--- src/grc_pkg.sv ---
// Shared types and constants for the grid ray caster column block.
// No dependencies; imported by every module of the block.
package grc_pkg;

    localparam int MAP_SIZE      = 64;
    localparam int SCREEN_WIDTH  = 640;
    localparam int SCREEN_HEIGHT = 480;
    localparam int MAX_STEPS     = 128;

    localparam int CELL_W     = 6;
    localparam int MAP_W      = CELL_W + 2;
    localparam int ADDR_W     = 2 * CELL_W;
    localparam int GRID_DEPTH = MAP_SIZE * MAP_SIZE;
    localparam int POS_W      = 16;
    localparam int VEC_W      = 16;
    localparam int TEXW_W     = 11;
    localparam int COL_W      = 10;
    localparam int ROW_W      = 10;
    localparam int CFG_A_W    = 3;
    localparam int CAM_W      = 19;
    localparam int PROD_W     = VEC_W + CAM_W;
    localparam int RAY_W      = 20;
    localparam int DVD_W      = 37;
    localparam int DVR_W      = 24;
    localparam int DCNT_W     = 6;
    localparam int DLT_W      = 41;
    localparam int SD_W       = 48;
    localparam int PERP_W     = 24;
    localparam int LH_W       = 16;
    localparam int NUM_W      = 17;
    localparam int STEP_W     = 8;
    localparam int WPROD_W    = PERP_W + 1 + RAY_W;
    localparam int TXP_W      = 27;
    localparam int HALF_H     = SCREEN_HEIGHT / 2;

    // column * 2^17 / SCREEN_WIDTH by reciprocal multiply, exact for 10-bit columns
    localparam int     CAMP_W  = 32;
    localparam int     CAM_SH  = 14;
    localparam longint CAM_MUL = ((longint'(1) << (17 + CAM_SH)) + SCREEN_WIDTH - 1)
                                 / SCREEN_WIDTH;

    localparam logic OPC_WRITE = 1'b0;
    localparam logic OPC_CAST  = 1'b1;

    typedef enum logic [CFG_A_W-1:0] {
        REG_POS_X,
        REG_POS_Y,
        REG_DIR_X,
        REG_DIR_Y,
        REG_PLANE_X,
        REG_PLANE_Y,
        REG_TEX_WIDTH
    } cfg_reg_t;

    typedef enum logic [3:0] {
        DP_NOP,
        DP_CLEAR,
        DP_WRITE,
        DP_LOAD,
        DP_DIV_GO,
        DP_DIV_SAVE,
        DP_RAY_MUL,
        DP_RAY_ADD,
        DP_INIT,
        DP_STEP,
        DP_TEX_MUL,
        DP_TEX_FRAC,
        DP_FIN_HIT,
        DP_FIN_MISS
    } dp_op_t;

    typedef enum logic [2:0] {
        DIV_CAM,
        DIV_DX,
        DIV_DY,
        DIV_PERP,
        DIV_LH
    } div_sel_t;

    typedef struct packed {
        dp_op_t   op;
        div_sel_t div_sel;
    } dp_cmd_t;

    typedef struct packed {
        logic clr_done;
        logic div_busy;
        logic div_done;
        logic oob;
        logic wall;
        logic step_lim;
        logic out_busy;
    } dp_sts_t;

    typedef enum logic [4:0] {
        ST_CLEAR,
        ST_IDLE,
        ST_CAM,
        ST_RAY_MUL,
        ST_RAY_ADD,
        ST_DX,
        ST_DX_W,
        ST_DY,
        ST_DY_W,
        ST_INIT,
        ST_STEP,
        ST_CHK,
        ST_PERP,
        ST_PERP_W,
        ST_LH,
        ST_LH_W,
        ST_TEX_MUL,
        ST_TEX_FRAC,
        ST_FIN,
        ST_MISS
    } ctrl_state_t;

endpackage

--- src/grc_ctrl.sv ---
// Controller state machine: sequences clear, map writes and the column cast.
// Depends on grc_pkg; drives the datapath by command word.
module grc_ctrl (
    input  logic              clk,
    input  logic              rst_n,
    input  logic              in_valid,
    input  logic              opcode,
    output logic              in_ready,
    input  grc_pkg::dp_sts_t  sts,
    output grc_pkg::dp_cmd_t  cmd
);
    import grc_pkg::*;

    ctrl_state_t state_reg, state_next;

    always_ff @(posedge clk or negedge rst_n)
    begin
        if (!rst_n)
        begin
            state_reg <= ST_CLEAR;
        end
        else
        begin
            state_reg <= state_next;
        end
    end

    always_comb
    begin
        state_next = state_reg;
        case (state_reg)
            ST_CLEAR:    if (sts.clr_done) state_next = ST_IDLE;
            ST_IDLE:     if (in_valid && (opcode == OPC_CAST)) state_next = ST_CAM;
            ST_CAM:      state_next = ST_RAY_MUL;
            ST_RAY_MUL:  state_next = ST_RAY_ADD;
            ST_RAY_ADD:  state_next = ST_DX;
            ST_DX:       state_next = ST_DX_W;
            ST_DX_W:     if (sts.div_done) state_next = ST_DY;
            ST_DY:       state_next = ST_DY_W;
            ST_DY_W:     if (sts.div_done) state_next = ST_INIT;
            ST_INIT:     state_next = ST_STEP;
            ST_STEP:     state_next = ST_CHK;
            ST_CHK:
            begin
                // leaving the grid wins over a wall bit read from a wrapped address
                if (sts.oob || (!sts.wall && sts.step_lim))
                begin
                    state_next = ST_MISS;
                end
                else if (sts.wall)
                begin
                    state_next = ST_PERP;
                end
            end
            ST_PERP:     state_next = ST_PERP_W;
            ST_PERP_W:   if (sts.div_done) state_next = ST_LH;
            ST_LH:       state_next = ST_LH_W;
            ST_LH_W:     if (sts.div_done) state_next = ST_TEX_MUL;
            ST_TEX_MUL:  state_next = ST_TEX_FRAC;
            ST_TEX_FRAC: state_next = ST_FIN;
            ST_FIN:      if (!sts.out_busy) state_next = ST_IDLE;
            ST_MISS:     if (!sts.out_busy) state_next = ST_IDLE;
            default:     state_next = ST_IDLE;
        endcase
    end

    always_comb
    begin
        cmd.op      = DP_NOP;
        cmd.div_sel = DIV_CAM;
        in_ready    = 1'b0;
        case (state_reg)
            ST_CLEAR:
            begin
                if (!sts.clr_done) cmd.op = DP_CLEAR;
            end
            ST_IDLE:
            begin
                in_ready = 1'b1;
                if (in_valid)
                begin
                    cmd.op = (opcode == OPC_CAST) ? DP_LOAD : DP_WRITE;
                end
            end
            ST_CAM:
            begin
                // camera offset comes from a reciprocal multiply, no divider pass
                cmd.op = DP_DIV_SAVE;
            end
            ST_RAY_MUL:  cmd.op = DP_RAY_MUL;
            ST_RAY_ADD:  cmd.op = DP_RAY_ADD;
            ST_DX:
            begin
                cmd.op      = DP_DIV_GO;
                cmd.div_sel = DIV_DX;
            end
            ST_DX_W:
            begin
                cmd.div_sel = DIV_DX;
                if (sts.div_done) cmd.op = DP_DIV_SAVE;
            end
            ST_DY:
            begin
                cmd.op      = DP_DIV_GO;
                cmd.div_sel = DIV_DY;
            end
            ST_DY_W:
            begin
                cmd.div_sel = DIV_DY;
                if (sts.div_done) cmd.op = DP_DIV_SAVE;
            end
            ST_INIT:     cmd.op = DP_INIT;
            ST_STEP:     cmd.op = DP_STEP;
            ST_CHK:
            begin
                if (!sts.oob && !sts.wall && !sts.step_lim) cmd.op = DP_STEP;
            end
            ST_PERP:
            begin
                cmd.op      = DP_DIV_GO;
                cmd.div_sel = DIV_PERP;
            end
            ST_PERP_W:
            begin
                cmd.div_sel = DIV_PERP;
                if (sts.div_done) cmd.op = DP_DIV_SAVE;
            end
            ST_LH:
            begin
                cmd.op      = DP_DIV_GO;
                cmd.div_sel = DIV_LH;
            end
            ST_LH_W:
            begin
                cmd.div_sel = DIV_LH;
                if (sts.div_done) cmd.op = DP_DIV_SAVE;
            end
            ST_TEX_MUL:  cmd.op = DP_TEX_MUL;
            ST_TEX_FRAC: cmd.op = DP_TEX_FRAC;
            ST_FIN:
            begin
                if (!sts.out_busy) cmd.op = DP_FIN_HIT;
            end
            ST_MISS:
            begin
                if (!sts.out_busy) cmd.op = DP_FIN_MISS;
            end
            default: ;
        endcase
    end

endmodule

--- config.mk ---
export PLATFORM = sky130hd
export DESIGN_NAME = grc_ctrl
export DESIGN_NICKNAME = d
export VERILOG_FILES = /design/src/grc_pkg.sv /design/src/grc_ctrl.sv
export SDC_FILE = /design/constraint.sdc
export NUM_CORES = 1
export LEC_CHECK = 0
export ABC_CLOCK_PERIOD_IN_PS = 4700
export BUFFER_PORTS_ARGS = -buffer_cell sky130_fd_sc_hd__buf_4
export CORE_AREA = 2 2 39 41
export DETAILED_ROUTE_END_ITERATION = 10
export DIE_AREA = 0 0 41 43
export GPL_TIMING_DRIVEN = 1
export PLACE_DENSITY = 0.79
export RECOVER_POWER = 50
export SETUP_SLACK_MARGIN = 0.5
export SLEW_MARGIN = 20
export SYNTH_ARGS = -nofsm -noshare
export SYNTH_HDL_FRONTEND = slang
export SYNTH_SLANG_ARGS = --single-unit
--- constraint.sdc ---
create_clock -name clk -period 4.7 [get_ports clk]
set_clock_uncertainty 0.2 [all_clocks]
set_input_delay 0.235 -clock clk [delete_from_list [all_inputs] [get_ports clk]]
set_output_delay 0.235 -clock clk [all_outputs]
set_load 0.005 [all_outputs]
==> flow_metrics.tcl <==
set metrics [dict create \
    synthCells 93 \
    cts_buffers 3 \
    track_usage 0.192 \
    post-route-min-period_ns 2.57 \
    status "completed" \
    power_density_mw_per_mm2 719 \
    finalSetupViolations 0 \
    firstDrtPassIters 4 \
    crit_chain "nor2_1, a221oi_1, nor2_1, a41oi_1, o2111ai_1, buf_4" \
    grt_max_degree 24 \
    drive_gt1_frac 0.231 \
    ys_top_cells_by_count "10 x nor2_1, 8 x a21oi_1, 7 x clkbuf_1, 7 x o21ai_0, 6 x nand2_1" \
    crit_buf_inv 1 \
    ioPinCount 19 \
    drt-initial-drc-count 24 \
    die_h_microns 43 \
    post_cts_buffers 0 \
    crit_path_max_fanout 23 \
    crit_top_cell "nor2_1" \
    cts_tree "yes" \
    finalHoldViolations 0 \
    largest_register_ffs 5 \
    hp-class "input pin to async pin" \
    syn_to_final_growth_pct 17.3 \
    clock_latency_ns 0.24 \
    slew_viol_final 0 \
    yosysMostFrequentCell "nor2_1" \
    max_freq_ghz 0.390 \
    fillers 135 \
    vias 742 \
    die_w_microns 41 \
    arrival_ns 2.13 \
    drtAntennaViolNets 0 \
    ys.flop_type "dfrtp_1" \
    worstSetupPathType "flop to primary output" \
    htreeDepth 1 \
    pre_cts_ws_ns 2.23 \
    coreArea_sq_mm 0.00138 \
    period_share 0.546 \
    rsz0062_at_grt "no" \
    setup-tns-final_ns 0 \
    wl_per_cell_microns 12.5 \
    grt-ovfl-total 0 \
    ys_async_sr_fraction 1.00 \
    yosys.area.top_type "dfrtp_1" \
    cts.sinks 5 \
    cts_buffer_depth 2 \
    antenna_found_initial 0 \
    end_kind "primary output" \
    vias_per_cell 6.18 \
    worstPathRequired_ns 4.26 \
    layout_setup_ws_ns 2.13 \
    start_util 0.496 \
    max-slew-margin-rel 0.537 \
    syn_avg_cell_area_sq_um 7.39 \
    yosys-top-cells-area "dfrtp_1 18%, mux2_4 8.7%, a21oi_1 5.8%, nor2_1 5.5%, o21ai_0 5.1%" \
    drc 0 \
    gp_congestion 0.790 \
    clockRootBuffer "clkbuf_4" \
    syn-num-nets 104 \
    slowest_stage "dfrtp_1" \
    cap_violations 0 \
    seq_area_sq_um 125 \
    p_leak_nw 0.353 \
    grt_pass1_wl_microns 2420 \
    clkTransAtPathRegs_ns 0.04 \
    dp_hpwl_microns 1010 \
    synth_warnings 0 \
    wl_microns 1500 \
    synth_seq_area_share 0.182 \
    place.port_buffers 17 \
    post_cts_resized 0 \
    fin_nets 116 \
    tightest_slew_ns 0.695 \
    yosysUniqueCellTypes 41 \
    synth_edf_count 0 \
    crit_family "flip-flops" \
    worst_setup_path_start_kind "flop" \
    syn_area_sq_um 687 \
    ys_ff_latch 5 \
    rows 14 \
    dieArea_sq_mm 0.00176 \
    antenna_cells 0 \
    yosysTopAreaCellShare 0.182 \
    vdd_drop_max_uv 295 \
    multi_input_area_sq_um 493 \
    final_core_util 0.582 \
    grt_pass1_vias 557 \
    cpPeakStageDelay_ns 0.78 \
]
## cells by family (layout without fill, tap and decap cells)
group,after synthesis,in the layout,share of synthesized area
simple gates,37,37,0.299
compound gates,31,31,0.293
buf+inv,13,24,0.100
flops,5,5,0.182
mux,4,4,0.0874
xor+xnor,3,3,0.0383
## routing by layer
layer	share of wire	routed length (microns)	vias to the layer above	global-route usage
met5	0	0	-	0
met4	0.0060	9	0	0.0467
met3	0.072	108	2	0.0314
met2	0.47	707	31	0.253
met1	0.45	676	344	0.315
li1	-	-	365	-
## final cells by class
| class | count | share of cell area |
|---|---|---|
| Clock buffer | 4 | 0.0326 |
| Multi-Input combinational cell | 75 | 0.612 |
| Inverter | 2 | 0.00932 |
| Sequential cell | 5 | 0.155 |
| Tap cell | 16 | 0.0248 |
| Timing Repair Buffer | 18 | 0.166 |
## cell usage in the layout, fill, tap and decap left out, types with 2 or more instances in the layout
cell	synthesis	layout
nand2_1	6	6
o22ai_1	2	2
nor2b_1	2	2
buf_4	1	13
nor3_1	2	2
a21o_1	2	2
o21ai_0	7	7
clkbuf_4	0	6
dfrtp_1	5	5
clkbuf_1	7	2
a21oi_1	8	8
or4_1	2	2
mux2_4	4	4
inv_1	2	2
o2111ai_1	2	2
nand2b_1	3	3
xor2_1	2	2
nor2_1	10	10
nand3_1	2	2
## report_power, final
group / switching, mW / total, mW / internal [mW]
registers: 0.104 / 0.166 / 0.0624
logic: 0.146 / 0.365 / 0.219
clock network: 0.0161 / 0.0481 / 0.0320
total: 0.266 / 0.579 / 0.313
## path summary, 6_finish.rpt
path,start,end,slack (ns),cells after the start
min reg2reg,state_reg[4]$_DFFE_PN0P_,state_reg[1]$_DFFE_PN0P_,0.72,2
min,rst_n,state_reg[0]$_DFFE_PN0P_,0.16,2
min in group clk,sts[0],state_reg[4]$_DFFE_PN0P_,0.23,3
max in group asynchronous,rst_n,state_reg[3]$_DFFE_PN0P_,3.94,2
max,state_reg[1]$_DFFE_PN0P_,cmd[3],2.13,6
max reg2reg,state_reg[1]$_DFFE_PN0P_,state_reg[3]$_DFFE_PN0P_,2.20,5
## per-stage QoR
step	area (sq um)	power [mW]	instances	hold slack (ns)
global route	806	0.633	120	0.185
CTS	810	0.582	120	0.126
floorplan	687	0.450	93	-0.261
global placement	773	0.522	115	-0.165
detailed placement	773	0.530	115	-0.163
finish	806	0.579	120	0.164
## what timing repair did
| action | in CTS | in global routing |
|---|---|---|
| setup endpoints to repair | 0 | 0 |
| hold buffers | 1 | 0 |
| hold endpoints to repair | 5 | 0 |
(Power assumes the default switching activity.)
